File: config.mk
export PLATFORM = sky130hd
export DESIGN_NAME = lfust_cell
export DESIGN_NICKNAME = d
export VERILOG_FILES = /design/src/rtl/lfust_pkg.sv /design/src/rtl/lfust_cell.sv
export SDC_FILE = /design/constraint.sdc
export NUM_CORES = 1
export LEC_CHECK = 0
export ABC_AREA = 1
export BUFFER_PORTS_ARGS = -buffer_cell sky130_fd_sc_hd__buf_2
export CELL_PAD_IN_SITES_DETAIL_PLACEMENT = 1
export CELL_PAD_IN_SITES_GLOBAL_PLACEMENT = 1
export CORE_MARGIN = 5
export CORE_UTILIZATION = 37
export CTS_CLUSTER_DIAMETER = 200
export CTS_CLUSTER_SIZE = 14
export DETAILED_ROUTE_END_ITERATION = 16
export PLACE_DENSITY_LB_ADDON = 0.25
export SLEW_MARGIN = 20
export SYNTH_ARGS = -nofsm -noshare
export SYNTH_HDL_FRONTEND = slang
export SYNTH_SLANG_ARGS = --single-unit
File: constraint.sdc
create_clock -name clk -period 4.8 [get_ports clk]
set_clock_uncertainty 0.2 [all_clocks]
set_input_delay 0.48 -clock clk [delete_from_list [all_inputs] [get_ports clk]]
set_output_delay 0.48 -clock clk [all_outputs]
set_load 0.01 [all_outputs]
File: src/rtl/lfust_pkg.sv
package lfust_pkg;

	localparam int IDX_W = 6;
	localparam int CNT_W = 7;
	localparam int KEY_W = 16;
	localparam int VOTE_W = 16;
	localparam int STAMP_W = 32;
	localparam int FRAMES_W = 6;

	typedef enum logic [1:0] {
		ST_HIT     = 2'd0,
		ST_INSERT  = 2'd1,
		ST_REPLACE = 2'd2,
		ST_LIST    = 2'd3
	} status_t;

	// values every cell sees while the chain sweeps
	typedef struct packed {
		logic                list_mode;
		logic [KEY_W-1:0]    key;
		logic                prev_v;
		logic [KEY_W-1:0]    prev_key;
		logic [STAMP_W-1:0]  now;
		logic [CNT_W-1:0]    count;
	} lfust_bcast_t;

	// slot write data, shared by all cells
	typedef struct packed {
		logic                full;
		logic [KEY_W-1:0]    key;
		logic [VOTE_W-1:0]   votes;
		logic [STAMP_W-1:0]  stamp;
	} lfust_wr_t;

	// word handed from cell to cell
	typedef struct packed {
		logic                hit;
		logic [IDX_W-1:0]    hit_idx;
		logic [VOTE_W-1:0]   hit_votes;
		logic                cand;
		logic [IDX_W-1:0]    cand_idx;
		logic [KEY_W-1:0]    cand_key;
		logic [VOTE_W-1:0]   cand_votes;
		logic [STAMP_W-1:0]  cand_age;
	} lfust_link_t;

endpackage

File: src/rtl/lfust_cell.sv
module lfust_cell import lfust_pkg::*; #(
	parameter int IDX = 0
) (
	input  logic         clk,
	input  lfust_bcast_t bc,
	input  lfust_wr_t    wr,
	input  logic         we,
	input  lfust_link_t  link_prev,
	output lfust_link_t  link_next
);

	logic [KEY_W-1:0]   key_q;
	logic [VOTE_W-1:0]  votes_q;
	logic [STAMP_W-1:0] stamp_q;
	lfust_link_t        link_q;

	logic               occ;
	logic               match;
	logic               take;
	logic [STAMP_W-1:0] age;
	lfust_link_t        link_d;

	always_ff @(posedge clk) begin
		if (we) begin
			votes_q <= wr.votes;
			if (wr.full) begin
				key_q   <= wr.key;
				stamp_q <= wr.stamp;
			end
		end
	end

	always_comb begin
		occ   = CNT_W'(IDX) < bc.count;
		age   = bc.now - stamp_q;
		match = occ && !bc.list_mode && (key_q == bc.key);
		if (bc.list_mode) begin
			// smallest key above the one listed last
			take = occ && (!bc.prev_v || key_q > bc.prev_key) &&
				(!link_prev.cand || key_q < link_prev.cand_key);
		end else begin
			// fewest votes, then oldest; earlier cell keeps full ties
			take = occ && (!link_prev.cand || votes_q < link_prev.cand_votes ||
				(votes_q == link_prev.cand_votes && age > link_prev.cand_age));
		end
		link_d = link_prev;
		if (match && !link_prev.hit) begin
			link_d.hit       = 1'b1;
			link_d.hit_idx   = IDX_W'(IDX);
			link_d.hit_votes = votes_q;
		end
		if (take) begin
			link_d.cand       = 1'b1;
			link_d.cand_idx   = IDX_W'(IDX);
			link_d.cand_key   = key_q;
			link_d.cand_votes = votes_q;
			link_d.cand_age   = age;
		end
	end

	always_ff @(posedge clk) begin
		link_q <= link_d;
	end

	assign link_next = link_q;

endmodule

==> flow_summary.json <==
{
  "grt_max_degree": 66,
  "min_period_over_period_pct": 86.06,
  "tritoncts": "yes",
  "dieWidth_um": 172.0,
  "dp.cells": 1854,
  "layout.nets": 1906,
  "vias": 9263,
  "grt_pass1_wl_mm": 50.07,
  "min_period_ns": 4.131,
  "clkTransAtPathRegs_ns": 0.08,
  "worstSetupPathType": "reg -> reg",
  "ir_drop_uv": 162.0,
  "antenna_found_initial": 5,
  "grt_use_total_pct": 21.66,
  "route.detailed.drc": 0,
  "end_kind": "flop",
  "synthToLayoutAreaGrowth_pct": 28.32,
  "syn-num-nets": 1556,
  "critPathLaunchType": "flop",
  "ys_warn_count": 0,
  "synth_area_sq_um": 9708,
  "first_pass_iters": 4,
  "status": "completed",
  "row_count": 59,
  "instances_no_fill": 1914,
  "final_max_slew_viol_count": 0,
  "pin_count": 328,
  "dieArea_sq_um": 29580,
  "p_per_area_nw_per_um2": 340.3,
  "synth_seq_area_share_pct": 39.18,
  "cts.sinks": 158,
  "ys_types": 42,
  "worstPathArrival_ns": 4.31,
  "fmax_ghz": 0.2421,
  "leakage_nw": 6.734,
  "cp_top_family": "simple AND/OR/NAND/NOR gates",
  "first_global_vias": 9743,
  "cap_violations": 0,
  "rsz0062_at_grt": "false",
  "cp_max_fo": 18,
  "clk_latency_ns": 0.44,
  "layout_commonest_cell": "nand2_1",
  "htreeDepth": 4,
  "layout_common_cells": "nand2_1, buf_2, inv_1, ha_1, dfxtp_1",
  "finalSetupViolations": 0,
  "hpwlAfterDp_mm": 26.39,
  "drt-initial-drc-count": 340,
  "die-height_um": 172.0,
  "hold_viol_final": 0,
  "totalWireLength_mm": 33.16,
  "viasPerCell": 4.840,
  "relSlewSlack_pct": 38.26,
  "start_util_pct": 37.36,
  "ant_nets": 0,
  "wl_per_cell_um": 17.32,
  "gr-total-overflow": 0,
  "drive_gt1_share_pct": 27.64,
  "cpMostUsedCell": "nand2_1",
  "port_buffers": 327,
  "tns_ns": 0,
  "hold_path_class": "in -> reg",
  "crit_path_top_delay_cell": "fa_1",
  "syn-instance-count": 1211,
  "cts_root_buf": "clkbuf_16",
  "place.gp.congestion": 0.8815,
  "cts-buffers-inserted": 17,
  "core_sq_um": 25980,
  "worst_pin_slew_ns": 0.9236,
  "syn_area_per_cell_sq_um": 8.017,
  "ys_ff_latch": 158,
  "clockBufferDepth": 2,
  "max_stage_delay_ns": 0.39,
  "cp.required_ns": 4.98,
  "post_cts_buffers": 0,
  "path_buf_inv": 2
}
cell type report:
type                    count  area [sq um]
multi-input cells         833          4947
flip-flops and latches    158          3804
repair buffers            355          1929
well taps                 335         419.2
fillers                  3280         13530
clock buffers              17         425.4
clock inverters            15         183.9
inverters                 196         735.7
diodes                      5         12.51
state kept, by name (all words and copies together), names as in the netlist:
| name | flops |
|---|---|
| stamp_q | 32 |
| key_q | 16 |
| votes_q | 16 |
| link_next | 94 |
worst reg2reg max path, cell delays in order, from the launching register on:
cell and delay [ns]:
edfxtp_1 0.33, ha_1 0.14, inv_1 0.06, fa_1 0.39, nand3_1 0.09, nand2_1 0.13, a21boi_1 0.34, o21ai_2 0.16
nand3_1 0.12, nand2_1 0.06, nand2_1 0.06, nand2_1 0.10, ha_1 0.30, nand2_1 0.08, nor2_2 0.13, and2_2 0.17
nor3b_2 0.16, nand2_1 0.08, nand2_1 0.07, nand2_1 0.06, nand2_2 0.07, nand2_4 0.06, nand2_4 0.21, buf_4 0.32
nand2_1 0.09, nand2_1 0.07
synthesized netlist by cell type:
library cell,count,area share (%)
nor3_1,13,0.67
o21ai_0,13,0.67
xor2_1,21,1.9
fa_1,1,0.21
nor2_2,1,0.064
clkinv_1,3,0.12
buf_6,1,0.12
nand2_4,2,0.23
inv_2,10,0.39
inv_1,183,7.1
o21ai_1,15,0.77
edfxtp_1,64,20
a21oi_1,74,3.8
buf_2,8,0.41
a211oi_1,2,0.15
nor3b_2,1,0.13
nand3_1,43,2.2
dfxtp_1,94,19
buf_4,9,0.70
nand2_1,361,14
nand4_1,10,0.64
o22ai_1,5,0.32
nand3b_1,2,0.15
nand3_2,50,5.2
nor4_1,6,0.39
buf_8,2,0.31
or2_2,1,0.064
o21bai_1,7,0.54
o21ai_2,2,0.18
a21o_1,3,0.23
and3_1,2,0.13
a31oi_1,3,0.19
nor2_1,71,2.7
buf_12,4,0.82
ha_1,110,14
nand2_2,1,0.064
a21oi_2,1,0.090
and2_2,1,0.077
xnor2_1,6,0.54
a221oi_1,1,0.090
o21a_1,1,0.077
a21boi_1,3,0.23
where the power goes:
part | total, mW | switching [mW] | internal, mW
Sequential | 1.62 | 0.0635 | 1.56
Combinational | 1.19 | 0.732 | 0.462
Clock | 1.43 | 0.712 | 0.715
Total | 4.24 | 1.51 | 2.73
through the flow:
| step | utilization [%] | cell area, sq um | setup slack [ns] | hold WS [ns] | total power, mW |
|---|---|---|---|---|---|
| final | 47.94 | 12460 | 0.6693 | 0.01582 | 4.239 |
| after global placement | 44.66 | 11600 | 0.5328 | 0.2534 | 2.789 |
| after detailed placement | 44.66 | 11600 | 0.3734 | 0.2552 | 2.832 |
| after global routing | 47.94 | 12460 | 0.2818 | 0.0002017 | 4.503 |
| after floorplan | - | 9708 | 1.184 | 0.2373 | 2.366 |
| after CTS | 47.70 | 12390 | 0.6132 | 0.0001264 | 4.290 |
per-layer routing:
metal  global-route usage, %  routed length [um]  part of all wire, %
met1                   25.32               13520                   41
met2                   40.41               16990                   51
met3                   3.292                1757                  5.3
met4                   7.075                 882                  2.7
met5                       0                   0                    0
kinds of logic (layout without fill, tap and decap cells):
| family | Yosys count | in the layout | synth area share (%) |
|---|---|---|---|
| fa+ha+maj | 111 | 111 | 14.38 |
| simple gates | 565 | 565 | 26.69 |
| flops | 158 | 158 | 39.18 |
| buf+inv | 220 | 583 | 9.937 |
| xor+xnor | 27 | 27 | 2.436 |
| other cells | 0 | 5 | 0 |
| compound gates | 130 | 130 | 7.372 |
worst paths after layout:
check             start             to  slack [ns]  cells after the start
max          stamp_q[0]  link_next[46]        0.67                     25
min               wr[0]     stamp_q[0]        0.02                      1
max reg2reg  stamp_q[0]  link_next[46]        0.67                     25
min reg2reg  votes_q[0]  link_next[32]        0.27                      2
repair_timing:
action	in CTS	in global routing
resized for setup	0	0
hold buffers	18	5
endpoints found under the hold margin	18	5
(Power assumes the default switching activity.)
